==> src/hw/rtl/ots_pkg.sv <==
package ots_pkg;

    localparam int MAX_ENTRIES = 64;
    localparam int AW          = $clog2(MAX_ENTRIES);
    // Signed index width: covers -1 and the widest hunt bound (about 3x the table).
    localparam int PW          = AW + 3;

    localparam int KEY_W    = 32;
    localparam int IDX_W    = 6;
    localparam int LEN_W    = 7;
    localparam int POS_W    = 7;
    localparam int S_DATA_W = 40;
    localparam int M_DATA_W = 8;

    localparam logic [LEN_W-1:0] LEN_RESET = LEN_W'(64);

    typedef logic signed [PW-1:0] t_pos;

    typedef enum logic {
        OPC_LOAD   = 1'b0,
        OPC_SEARCH = 1'b1
    } t_opcode;

    typedef enum logic [3:0] {
        S_IDLE,
        S_T0,
        S_TL,
        S_CHK,
        S_HUP,
        S_HDN,
        S_BIS,
        S_FIX,
        S_DONE
    } t_state;

    typedef enum logic [2:0] {
        RD_ZERO,
        RD_TOP,
        RD_LOW,
        RD_HIGH,
        RD_MID
    } t_rd_sel;

    typedef enum logic [2:0] {
        UPD_HOLD,
        UPD_INIT,
        UPD_UP_FIRST,
        UPD_UP_STEP,
        UPD_DN_STEP,
        UPD_BELOW,
        UPD_BIS,
        UPD_FIX
    } t_upd;

    typedef struct packed {
        logic    wr_entry;
        logic    ld_key;
        logic    ld_t0;
        logic    ld_tl;
        logic    rd_en;
        t_rd_sel rd_sel;
        t_upd    upd;
        logic    emit;
    } t_dp_cmd;

    typedef struct packed {
        logic cmp;
        logic stale;
        logic at_top;
        logic at_bottom;
        logic up_clip;
        logic dn_clip;
        logic bracketed;
        logic out_free;
    } t_dp_stat;

endpackage

==> src/hw/rtl/ots_ram.sv <==
module ots_ram #(
    parameter int WIDTH  = 32,
    parameter int DEPTH  = 64,
    localparam int ADDR_W = $clog2(DEPTH)
) (
    input  logic              i_clk,
    input  logic              i_wr_en,
    input  logic [ADDR_W-1:0] i_wr_addr,
    input  logic [WIDTH-1:0]  i_wr_data,
    input  logic              i_rd_en,
    input  logic [ADDR_W-1:0] i_rd_addr,
    output logic [WIDTH-1:0]  o_rd_data
);

    logic [WIDTH-1:0] r_mem [DEPTH];
    logic [WIDTH-1:0] r_rd_data;

    always_ff @(posedge i_clk) begin
        if (i_wr_en) begin
            r_mem[i_wr_addr] <= i_wr_data;
        end
        if (i_rd_en) begin
            r_rd_data <= r_mem[i_rd_addr];
        end
    end

    assign o_rd_data = r_rd_data;

endmodule

==> src/hw/rtl/ots_ctrl.sv <==
module ots_ctrl import ots_pkg::*; (
    input  logic     i_clk,
    input  logic     i_rst_n,
    input  logic     i_valid,
    input  t_opcode  i_opcode,
    output logic     o_ready,
    input  t_dp_stat i_stat,
    output t_dp_cmd  o_cmd
);

    t_state r_state;
    t_state n_state;
    t_state bis_entry;

    // Entering bisection: finish at once if the bracket is already one wide.
    assign bis_entry = i_stat.bracketed ? S_FIX : S_BIS;

    always_ff @(posedge i_clk) begin
        if (!i_rst_n) begin
            r_state <= S_IDLE;
        end else begin
            r_state <= n_state;
        end
    end

    always_comb begin
        n_state = r_state;
        case (r_state)
            S_IDLE: begin
                if (i_valid && i_opcode == OPC_SEARCH) begin
                    n_state = S_T0;
                end
            end
            S_T0: n_state = S_TL;
            S_TL: n_state = i_stat.stale ? bis_entry : S_CHK;
            S_CHK: begin
                if (i_stat.cmp) begin
                    n_state = i_stat.at_top ? S_DONE : S_HUP;
                end else if (i_stat.at_bottom) begin
                    n_state = S_DONE;
                end else begin
                    n_state = i_stat.dn_clip ? bis_entry : S_HDN;
                end
            end
            S_HUP: begin
                if (i_stat.cmp && !i_stat.up_clip) begin
                    n_state = S_HUP;
                end else begin
                    n_state = bis_entry;
                end
            end
            S_HDN: begin
                if (!i_stat.cmp && !i_stat.dn_clip) begin
                    n_state = S_HDN;
                end else begin
                    n_state = bis_entry;
                end
            end
            S_BIS: n_state = bis_entry;
            S_FIX: n_state = S_DONE;
            S_DONE: begin
                if (i_stat.out_free) begin
                    n_state = S_IDLE;
                end
            end
            default: n_state = S_IDLE;
        endcase
    end

    always_comb begin
        o_cmd   = '0;
        o_ready = 1'b0;
        case (r_state)
            S_IDLE: begin
                o_ready = 1'b1;
                if (i_valid) begin
                    if (i_opcode == OPC_LOAD) begin
                        o_cmd.wr_entry = 1'b1;
                    end else begin
                        o_cmd.ld_key = 1'b1;
                        o_cmd.rd_en  = 1'b1;
                        o_cmd.rd_sel = RD_ZERO;
                    end
                end
            end
            S_T0: begin
                o_cmd.ld_t0  = 1'b1;
                o_cmd.rd_en  = 1'b1;
                o_cmd.rd_sel = RD_TOP;
            end
            S_TL: begin
                o_cmd.ld_tl  = 1'b1;
                o_cmd.upd    = UPD_INIT;
                o_cmd.rd_en  = 1'b1;
                o_cmd.rd_sel = i_stat.stale ? RD_MID : RD_LOW;
            end
            S_CHK: begin
                if (i_stat.cmp) begin
                    if (!i_stat.at_top) begin
                        o_cmd.upd    = UPD_UP_FIRST;
                        o_cmd.rd_en  = 1'b1;
                        o_cmd.rd_sel = RD_HIGH;
                    end
                end else if (i_stat.at_bottom) begin
                    o_cmd.upd = UPD_BELOW;
                end else begin
                    o_cmd.upd    = UPD_DN_STEP;
                    o_cmd.rd_en  = 1'b1;
                    o_cmd.rd_sel = i_stat.dn_clip ? RD_MID : RD_LOW;
                end
            end
            S_HUP: begin
                o_cmd.rd_en = 1'b1;
                if (i_stat.cmp) begin
                    o_cmd.upd    = UPD_UP_STEP;
                    o_cmd.rd_sel = i_stat.up_clip ? RD_MID : RD_HIGH;
                end else begin
                    o_cmd.rd_sel = RD_MID;
                end
            end
            S_HDN: begin
                o_cmd.rd_en = 1'b1;
                if (!i_stat.cmp) begin
                    o_cmd.upd    = UPD_DN_STEP;
                    o_cmd.rd_sel = i_stat.dn_clip ? RD_MID : RD_LOW;
                end else begin
                    o_cmd.rd_sel = RD_MID;
                end
            end
            S_BIS: begin
                o_cmd.upd    = UPD_BIS;
                o_cmd.rd_en  = 1'b1;
                o_cmd.rd_sel = RD_MID;
            end
            S_FIX: o_cmd.upd = UPD_FIX;
            S_DONE: o_cmd.emit = i_stat.out_free;
            default: o_cmd = '0;
        endcase
    end

    a_emit_needs_room: assert property (@(posedge i_clk) disable iff (!i_rst_n)
        o_cmd.emit |-> i_stat.out_free)
        else $error("result emitted while the output word is still held");

    a_load_stays_idle: assert property (@(posedge i_clk) disable iff (!i_rst_n)
        (o_ready && i_valid && i_opcode == OPC_LOAD) |=> o_ready)
        else $error("a load word left the controller busy");

    a_search_busy: assert property (@(posedge i_clk) disable iff (!i_rst_n)
        (o_ready && i_valid && i_opcode == OPC_SEARCH) |=> (!o_ready && !o_cmd.emit))
        else $error("search word did not start the table walk");

endmodule

==> src/hw/rtl/ots_datapath.sv <==
module ots_datapath import ots_pkg::*; (
    input  logic                    i_clk,
    input  logic                    i_rst_n,
    input  logic                    i_cfg_wr_en,
    input  logic [LEN_W-1:0]        i_cfg_wr_data,
    input  logic [IDX_W-1:0]        i_entry_index,
    input  logic signed [KEY_W-1:0] i_key_value,
    input  t_dp_cmd                 i_cmd,
    output t_dp_stat                o_stat,
    output logic                    o_m_valid,
    input  logic                    i_m_ready,
    output logic signed [POS_W-1:0] o_position
);

    logic [LEN_W-1:0]        r_len;
    logic signed [KEY_W-1:0] r_key;
    logic signed [KEY_W-1:0] r_t0;
    logic signed [KEY_W-1:0] r_tl;
    logic                    r_asc;
    t_pos                    r_low;
    t_pos                    r_high;
    t_pos                    r_step;
    t_pos                    r_mid;
    t_pos                    r_last;
    logic                    r_out_valid;
    logic signed [POS_W-1:0] r_out_pos;

    t_pos n_low;
    t_pos n_high;
    t_pos n_step;
    t_pos n_mid;

    t_pos                    len_eff;
    t_pos                    top_idx;
    t_pos                    step2;
    t_pos                    up_reach;
    logic [KEY_W-1:0]        ram_rd_data;
    logic signed [KEY_W-1:0] rd_key;
    logic [AW-1:0]           rd_addr;
    logic                    wr_en;
    logic                    cmp;

    always_comb begin
        if (r_len < LEN_W'(2)) begin
            len_eff = t_pos'(2);
        end else if (int'(r_len) > MAX_ENTRIES) begin
            len_eff = t_pos'(MAX_ENTRIES);
        end else begin
            len_eff = t_pos'(r_len);
        end
    end

    assign top_idx  = len_eff - t_pos'(1);
    assign step2    = r_step <<< 1;
    assign up_reach = r_high + step2;
    assign rd_key   = signed'(ram_rd_data);

    // True if ascending and key >= entry read, or descending and key < it.
    assign cmp = ((r_key >= rd_key) == r_asc);

    always_comb begin
        n_low  = r_low;
        n_high = r_high;
        n_step = r_step;
        case (i_cmd.upd)
            UPD_HOLD: n_low = r_low;
            UPD_INIT: begin
                n_step = t_pos'(1);
                if (o_stat.stale) begin
                    n_low  = t_pos'(-1);
                    n_high = len_eff;
                end else begin
                    n_low  = r_last;
                    n_high = r_last;
                end
            end
            UPD_UP_FIRST: n_high = r_low + t_pos'(1);
            UPD_UP_STEP: begin
                n_low  = r_high;
                n_step = step2;
                n_high = o_stat.up_clip ? len_eff : up_reach;
            end
            UPD_DN_STEP: begin
                n_high = r_low;
                n_step = step2;
                n_low  = o_stat.dn_clip ? t_pos'(-1) : (r_low - step2);
            end
            UPD_BELOW: n_low = t_pos'(-1);
            UPD_BIS: begin
                if (cmp) begin
                    n_low = r_mid;
                end else begin
                    n_high = r_mid;
                end
            end
            UPD_FIX: begin
                // A match with entry 0 wins over a match with the last entry.
                if (r_key == r_t0) begin
                    n_low = t_pos'(0);
                end else if (r_key == r_tl) begin
                    n_low = len_eff - t_pos'(2);
                end
            end
            default: n_low = r_low;
        endcase
    end

    // The sum is never negative once the bracket is at least two wide.
    assign n_mid = (n_low + n_high) >>> 1;

    always_comb begin
        case (i_cmd.rd_sel)
            RD_ZERO: rd_addr = '0;
            RD_TOP:  rd_addr = top_idx[AW-1:0];
            RD_LOW:  rd_addr = n_low[AW-1:0];
            RD_HIGH: rd_addr = n_high[AW-1:0];
            RD_MID:  rd_addr = n_mid[AW-1:0];
            default: rd_addr = '0;
        endcase
    end

    assign wr_en = i_cmd.wr_entry && (int'(i_entry_index) < MAX_ENTRIES);

    ots_ram #(
        .WIDTH (KEY_W),
        .DEPTH (MAX_ENTRIES)
    ) u_table (
        .i_clk     (i_clk),
        .i_wr_en   (wr_en),
        .i_wr_addr (AW'(i_entry_index)),
        .i_wr_data (i_key_value),
        .i_rd_en   (i_cmd.rd_en),
        .i_rd_addr (rd_addr),
        .o_rd_data (ram_rd_data)
    );

    always_comb begin
        o_stat.cmp       = cmp;
        o_stat.stale     = (r_last < t_pos'(0)) || (r_last > top_idx);
        o_stat.at_top    = (r_low == top_idx);
        o_stat.at_bottom = (r_low == t_pos'(0));
        o_stat.up_clip   = (up_reach > top_idx);
        o_stat.dn_clip   = (step2 >= r_low);
        o_stat.bracketed = ((n_high - n_low) == t_pos'(1));
        o_stat.out_free  = !r_out_valid || i_m_ready;
    end

    always_ff @(posedge i_clk) begin
        if (!i_rst_n) begin
            r_len       <= LEN_RESET;
            r_last      <= '0;
            r_out_valid <= 1'b0;
        end else begin
            if (i_cfg_wr_en) begin
                r_len <= i_cfg_wr_data;
            end
            if (i_cmd.emit) begin
                r_last      <= r_low;
                r_out_valid <= 1'b1;
            end else if (i_m_ready) begin
                r_out_valid <= 1'b0;
            end
        end
    end

    always_ff @(posedge i_clk) begin
        r_low  <= n_low;
        r_high <= n_high;
        r_step <= n_step;
        r_mid  <= n_mid;
        if (i_cmd.ld_key) begin
            r_key <= i_key_value;
        end
        if (i_cmd.ld_t0) begin
            r_t0 <= rd_key;
        end
        if (i_cmd.ld_tl) begin
            r_tl  <= rd_key;
            r_asc <= (rd_key >= r_t0);
        end
        if (i_cmd.emit) begin
            r_out_pos <= POS_W'(r_low);
        end
    end

    assign o_m_valid  = r_out_valid;
    assign o_position = r_out_pos;

    a_bis_open: assert property (@(posedge i_clk) disable iff (!i_rst_n)
        (i_cmd.upd == UPD_BIS) |-> ((r_high - r_low) > t_pos'(1)))
        else $error("bisection step on a bracket that is already closed");

    a_result_range: assert property (@(posedge i_clk) disable iff (!i_rst_n)
        i_cmd.emit |-> (r_low >= t_pos'(-1) && r_low <= top_idx))
        else $error("search answer lies outside the table");

    a_last_follows: assert property (@(posedge i_clk) disable iff (!i_rst_n)
        i_cmd.emit |=> (r_last == $past(r_low) && o_position == POS_W'($past(r_low))))
        else $error("start position and output word disagree after a search");

endmodule

==> src/hw/rtl/ordered_table_hunt_search_unit.sv <==
// Load words give no result word.
// A search word walks the table through the single read port, at most one table read per
// cycle: two reads fetch the end entries, then come the hunt and bisection steps, which are
// skipped when the start position is at an end of the table and the key lies outward of it.
// A finished result waits in the output register while the next word is accepted.
// Reset (synchronous, active low) sets the table length to 64 and the start position to 0.
module ordered_table_hunt_search_unit import ots_pkg::*; (
    input  logic                i_clk,
    input  logic                i_rst_n,
    input  logic                i_cfg_wr_en,
    input  logic [LEN_W-1:0]    i_cfg_wr_data,
    input  logic                i_s_axis_tvalid,
    output logic                o_s_axis_tready,
    // [5:0] entry_index, [37:6] key_value, [39:38] zero
    input  logic [S_DATA_W-1:0] i_s_axis_tdata,
    // [0] opcode
    input  logic                i_s_axis_tuser,
    output logic                o_m_axis_tvalid,
    input  logic                i_m_axis_tready,
    // [6:0] position, [7] zero
    output logic [M_DATA_W-1:0] o_m_axis_tdata
);

    t_dp_cmd                 cmd;
    t_dp_stat                stat;
    t_opcode                 opcode;
    logic signed [POS_W-1:0] position;

    assign opcode = t_opcode'(i_s_axis_tuser);

    ots_ctrl u_ctrl (
        .i_clk    (i_clk),
        .i_rst_n  (i_rst_n),
        .i_valid  (i_s_axis_tvalid),
        .i_opcode (opcode),
        .o_ready  (o_s_axis_tready),
        .i_stat   (stat),
        .o_cmd    (cmd)
    );

    ots_datapath u_datapath (
        .i_clk         (i_clk),
        .i_rst_n       (i_rst_n),
        .i_cfg_wr_en   (i_cfg_wr_en),
        .i_cfg_wr_data (i_cfg_wr_data),
        .i_entry_index (i_s_axis_tdata[IDX_W-1:0]),
        .i_key_value   (signed'(i_s_axis_tdata[IDX_W +: KEY_W])),
        .i_cmd         (cmd),
        .o_stat        (stat),
        .o_m_valid     (o_m_axis_tvalid),
        .i_m_ready     (i_m_axis_tready),
        .o_position    (position)
    );

    assign o_m_axis_tdata = {{(M_DATA_W - POS_W){1'b0}}, position};

endmodule
==> config.mk <==
export PLATFORM = sky130hd
export DESIGN_NAME = ordered_table_hunt_search_unit
export DESIGN_NICKNAME = d
export VERILOG_FILES = /design/src/hw/rtl/ots_pkg.sv /design/src/hw/rtl/ots_ram.sv /design/src/hw/rtl/ots_ctrl.sv /design/src/hw/rtl/ots_datapath.sv /design/src/hw/rtl/ordered_table_hunt_search_unit.sv
export SDC_FILE = /design/constraint.sdc
export NUM_CORES = 2
export LEC_CHECK = 0
export BUFFER_PORTS_ARGS = -buffer_cell sky130_fd_sc_hd__buf_2
export CELL_PAD_IN_SITES_DETAIL_PLACEMENT = 2
export CELL_PAD_IN_SITES_GLOBAL_PLACEMENT = 2
export CORE_UTILIZATION = 39
export CTS_CLUSTER_SIZE = 30
export DETAILED_ROUTE_END_ITERATION = 16
export GPL_TIMING_DRIVEN = 0
export PLACE_DENSITY_LB_ADDON = 0.25
export SLEW_MARGIN = 15
export SYNTH_ARGS = -nofsm -noshare
export SYNTH_HDL_FRONTEND = slang
export SYNTH_HIERARCHICAL = 1
export SYNTH_SLANG_ARGS = --single-unit
==> constraint.sdc <==
create_clock -name i_clk -period 10 [get_ports i_clk]
set_clock_uncertainty 0.2 [all_clocks]
set_input_delay 1.5 -clock i_clk [delete_from_list [all_inputs] [get_ports i_clk]]
set_output_delay 1.5 -clock i_clk [all_outputs]
set_load 0.02 [all_outputs]
# Word level (Yosys, flattened, before mapping)

Memories as Yosys holds them, arrays and structs flattened. A register that Yosys moved wholly into a read port is not among the register bits.
Cells that the tools add are included.

Word-level logic and storage cells: 122
Input port bits: 53
Register bits: 159
RAM bits: 2048
Memories kept: 1
Output and inout port bits: 10

Memory list:

| name                     | depth | bits a word | read ports | clocked after memory_dff | write ports | RTL line      | source |
|---|---|---|---|---|---|---|---|
| u_datapath.u_table.r_mem | 64    | 32          | 1          | 1                        | 1           | ots_ram.sv:15 | `logic [WIDTH-1:0] r_mem [DEPTH];` |

Equality and inequality tests: 26
$add $sub $neg: 7
Order comparisons: 8
Multiplexer cells: 52
Reduce and logical (&&, ||, !) cells: 15

Operators by type and width:

| kind                  | count |
|---|---|
| $mux W9               | 8 |
| $eq A32 B32 Y1        | 2 |
| $ge A32 B32 Y1        | 2 |
| $pmux W9 S6           | 1 |
| $mux W4               | 12 |
| $pmux W9 S5           | 1 |
| $pmux W4 S9           | 1 |
| $mux W7               | 4 |
| $pmux W4 S7           | 1 |
| $pmux W6 S4           | 1 |
| $add A9 B9 Y9         | 2 |
| $gt A9 B9 Y1          | 2 |
| $mux W3               | 6 |
| $pmux W3 S6           | 1 |
| $sub A9 B9 Y9         | 2 |
| $eq A4 B3 Y1 const B  | 4 |
| $pmux W8 S2           | 1 |
| $eq A3 B3 Y1 const B  | 5 |
| $eq A3 B2 Y1 const B  | 4 |
| $mux W1               | 12 |
| $add A9 B2 Y9 const B | 1 |
| $eq A9 B2 Y1 const B  | 1 |
| $eq A9 B9 Y1          | 1 |
| $ge A9 B9 Y1          | 1 |
| 20 further kinds      | 32 |

# Longest topological paths before layout

Word-level depth: 17
Depth in mapped cells: 44
Gate-level depth less buffers: 39

# Hierarchy

The synthesis kept the hierarchy.

Modules (own cells, without submodules):

| module                         | cells each | instances | area an instance (um^2) |
|---|---|---|---|
| ots_ram                        | 3324       | 1         | 78835.6 |
| ots_datapath                   | 1143       | 1         | 10980.5 |
| ots_ctrl                       | 81         | 1         | 559.3 |
| ordered_table_hunt_search_unit | 2          | 1         | 11.3 |

# Least setup slack after synthesis

No wires, ideal clock.

Kind: flip-flop to flip-flop
Start: register u_datapath.r_key[31]
End: register u_datapath.u_table.r_rd_data[13], in the netlist u_datapath/u_table/o_rd_data[13] (read register of u_datapath.u_table.r_mem) (data pin)
Slack: 1.924 ns
Arrival: 7.619 ns
Buffers on the path: 6
Clock period less this slack: 8.076 ns
Required time: 9.544 ns
Cell stages (with the launch flop): 35
Path through: edfxtp_1 ha_1 nand4_1 or3_1 a311o_1 o221a_2 nand2_1 inv_2 buf_4 buf_6 o21ai_0 a21oi_1 a311oi_1 clkbuf_1 nand2_1 a211oi_1 nor2b_1 o21ai_0 and4_1 a21oi_1 a2bb2oi_1 ha_1 inv_1 fa_1 xor2_1 nand2_1 o22a_1 o2bb2ai_1 buf_2 clkbuf_1 clkbuf_1 mux4_2 mux4_2 o22ai_1 nor2_1

RTL lines:

| what                     | RTL line            | source |
|---|---|---|
| start: declaration       | ots_datapath.sv:16  | `logic signed [KEY_W-1:0] r_key;` |
| start signal: assignment | ots_datapath.sv:172 | `r_key <= i_key_value;` |
| end: declaration         | ots_ram.sv:16       | `logic [WIDTH-1:0] r_rd_data;` |

==> results.md <==
- Status: finished, violations left
- Failing checks: setup timing
- RePlAce Congestion: 0.895
- CP Max Fanout: 10
- M2 GR Usage: 49.1%
- R2r worst-path depth: 41
- Sequential area share after synthesis: 73.9%
- Register area: 66800 sq um
- First-pass GRT wire length: 468000 um
- Critical Path End: u_datapath/u_table/o_rd_data[31]
- # fillers: 20700
- Drt initial violations: 6980
- WHS Path Cells: 0
- Slowest CP cell: a311o_2
- Clk root buf: clkbuf_16
- Num CTS Buffers: 234
- Setup CP Type: register to register
- Gr busiest metal: met2
- Layout area overhead: 18.6%
- Yosys cell types: 106
- CTS H-tree lvls: 4
- CP required: 10440 ps
- Die Height: 483 um
- Most used DFF post-synth: edfxtp_1
- Drt via density: 6.30
- Worst-path clk slew: 60 ps
- Slew HR: 29.2%
- Crit path from: u_datapath/u_table/o_rd_data[31]
- Min Hold Slack: 319 ps
- Compound-Gate Fraction of Synth Area: 3.84%
- Final Hold Vio Count: 0
- Crit path largest cell delay: 460 ps
- Post-synth EDFFs: 2192
- Mux cell area share after synthesis: 15.0%
- Die W: 483 um
- Worst flop-to-flop path startpoint: u_datapath/u_table/o_rd_data[31]
- Post-Synth Simple-Gate Area: 3.11%
- Vias: 51900
- Grt met1 use: 36.8%
- Max Freq: 0.100 GHz
- Port buffer count: 53
- Share of layout cells above drive strength 1: 29.3%
- Endpoints failing setup: 1
- Global-route usage over all layers: 29.5%
- Clock Tree Buf Depth: 3
- WL final: 348000 um
- Post-synthesis register bit count: 2239
- Slew @ Worst Pin: 1060 ps
- Adder-cell share of the synthesized area: 1.59%
- Final WS setup: -0.775 ps
- Total congestion overflow: 0
- DRT Pass-1 Iters: 5
- Core footprint: 230000 sq um
- Syn_area_per_cell: 19.9 sq um
- Max capacitance violation total: 0
- Routed WL per cell: 42.3 um
- Clock sink count: 2239
- Clk Latency, worst-skew pair: 880 ps
- Critical Path Sink Type: register
- Post-DRT Antenna Nets: 0
- Multi-input gate area: 23400 sq um
- Post-Syn Area: 90400 sq um
- Crit path launch type: register
- FF-to-FF setup slack: -0.8 ps
- XOR/XNOR Fraction of Synth Area: 0.909%
- Fin crit period: 10000 ps
- Final Cycle Share: 100%
- Critical Path AT: 10440 ps
- Yosys warning count: 6
- Die ar.: 234000 sq um
- Async S/R FF share, synth: 0%
- Initial antenna violation count: 25
- R2r endpoint: u_datapath/u_table/o_rd_data[31]
- DRC viols: 0
- CTS tree: built
- Initial Util: 39.3%
- Fin util: 46.6%
- Mapped Cells: 4550
- Vias in the first global route: 54200
- Main combinational cell family by area after synthesis: multiplexers
- # IOs: 63
- Hold-fix buffers, CTS: 0
- Layout Nets: 5162
- GR Util met3: 5.29%
- # rows: 176
- Slew Limit Fails: 0
- Hold Path Class: register to register
- Detailed Place HPWL: 230000 um
- Largest net degree at the start of global routing: 66
worst min-delay path by stage:
stage	startpoint	end
floorplan	u_datapath/r_low[2]	u_datapath/o_position[2]
global placement	u_datapath/u_table/o_rd_data[8]	u_datapath/r_t0[8]
detailed placement	u_datapath/r_low[2]	u_datapath/o_position[2]
CTS	u_datapath/u_table/o_rd_data[8]	u_datapath/r_tl[8]
global route	u_datapath/u_table/o_rd_data[8]	u_datapath/r_tl[8]
finish	u_datapath/u_table/o_rd_data[8]	u_datapath/r_tl[8]
metrics by stage:
| stage | instances | instance area [sq um] | worst slack (ps) | setup TNS, ps |
|---|---|---|---|---|
| final | 8237 | 107000 | -0.775 | -0.775 |
| after global routing | 8227 | 107000 | -159 | -1610 |
| after CTS | 8207 | 107000 | 2.23 | 0 |
| after detailed placement | 7774 | 98000 | -3200 | -91750 |
| after global placement | 7632 | 94400 | -3310 | -182990 |
| after floorplan | 4553 | 90400 | 1920 | 0 |
cell usage in the layout (no fill, tap or decap), drive strengths merged, types with 92 or more instances in the layout:
master,netlist,final
clkbuf,109,372
buf,118,334
edfxtp,2192,2192
inv,121,128
mux2i,117,117
mux4,544,544
clkinv,1,113
ha,108,108
a21oi,128,128
nor2,237,237
o22ai,92,92
worst max-delay path, delay by kind of cell (launching register included):
family,cells,cell delay (ps)
AO/OA/AOI/OAI,12,2310
AND/OR/NAND/NOR,12,2620
buffers and inverters,14,3140
multiplexers,1,290
adder cells (fa/ha/maj),2,670
flip-flops,1,430
registers in the layout, indices dropped and copies added, names as in the netlist, 9 cells and up:
register	flops
u_datapath/u_table/o_rd_data	32
u_datapath/r_tl	32
u_datapath/u_table/r_mem	2048
u_datapath/r_high	9
u_datapath/r_t0	32
u_datapath/r_last	9
u_datapath/r_low	9
u_datapath/r_key	32
cells by family (layout without fill, tap and decap cells):
family | count (synthesis) | in the layout
other | 2 | 18
adder cells (fa/ha/maj) | 113 | 113
flip-flops | 2239 | 2239
AO/OA/AOI/OAI | 508 | 508
XOR/XNOR | 93 | 93
multiplexers | 669 | 669
buffers and inverters | 349 | 994
AND/OR/NAND/NOR | 577 | 577
timing repair:
item / CTS / global route
pin swaps: 4 / 12
gates resized for setup: 282 / 128
endpoints found under the setup margin: 33 / 32
setup buffers: 4 / 18
final cells by class:
class,count,share of cell area [%]
Antenna cell,13,0.0303
Buffer,218,1.50
Clock buffer,274,5.67
Clock inverter,163,1.56
Inverter,122,0.432
Multi-Input combinational cell,1965,21.8
Sequential cell,2239,62.3
Tap cell,3026,3.53
Timing Repair Buffer,217,3.20
cell usage after synthesis (21+ instances only):
cell type | n | area, sq um
a21oi_1 | 127 | 636
buf_1 | 22 | 82.6
buf_2 | 61 | 305
buf_4 | 28 | 210
clkbuf_1 | 109 | 409
dfxtp_1 | 47 | 941
edfxtp_1 | 2192 | 65800
ha_1 | 108 | 1350
inv_1 | 119 | 447
mux2i_1 | 117 | 1170
mux4_2 | 544 | 12300
nand2_1 | 86 | 323
nand2b_1 | 21 | 131
nand3_1 | 22 | 110
nand4_1 | 34 | 213
nor2_1 | 237 | 890
nor2b_1 | 49 | 307
nor3_1 | 37 | 185
o21ai_0 | 67 | 335
o221ai_1 | 32 | 280
o22ai_1 | 92 | 576
xnor2_1 | 53 | 464
xor2_1 | 39 | 342
routing by layer:
layer  share of wire, %  vias to the layer above
met5             0.0069                        -
met4                6.0                        4
met3                8.2                      755
met2                 49                     3056
met1                 37                    28300
li1                   -                    19800
Power is left out: the tool's default activity adds up to more than one toggle a clock period on the data nets, which glitch-free logic cannot reach.
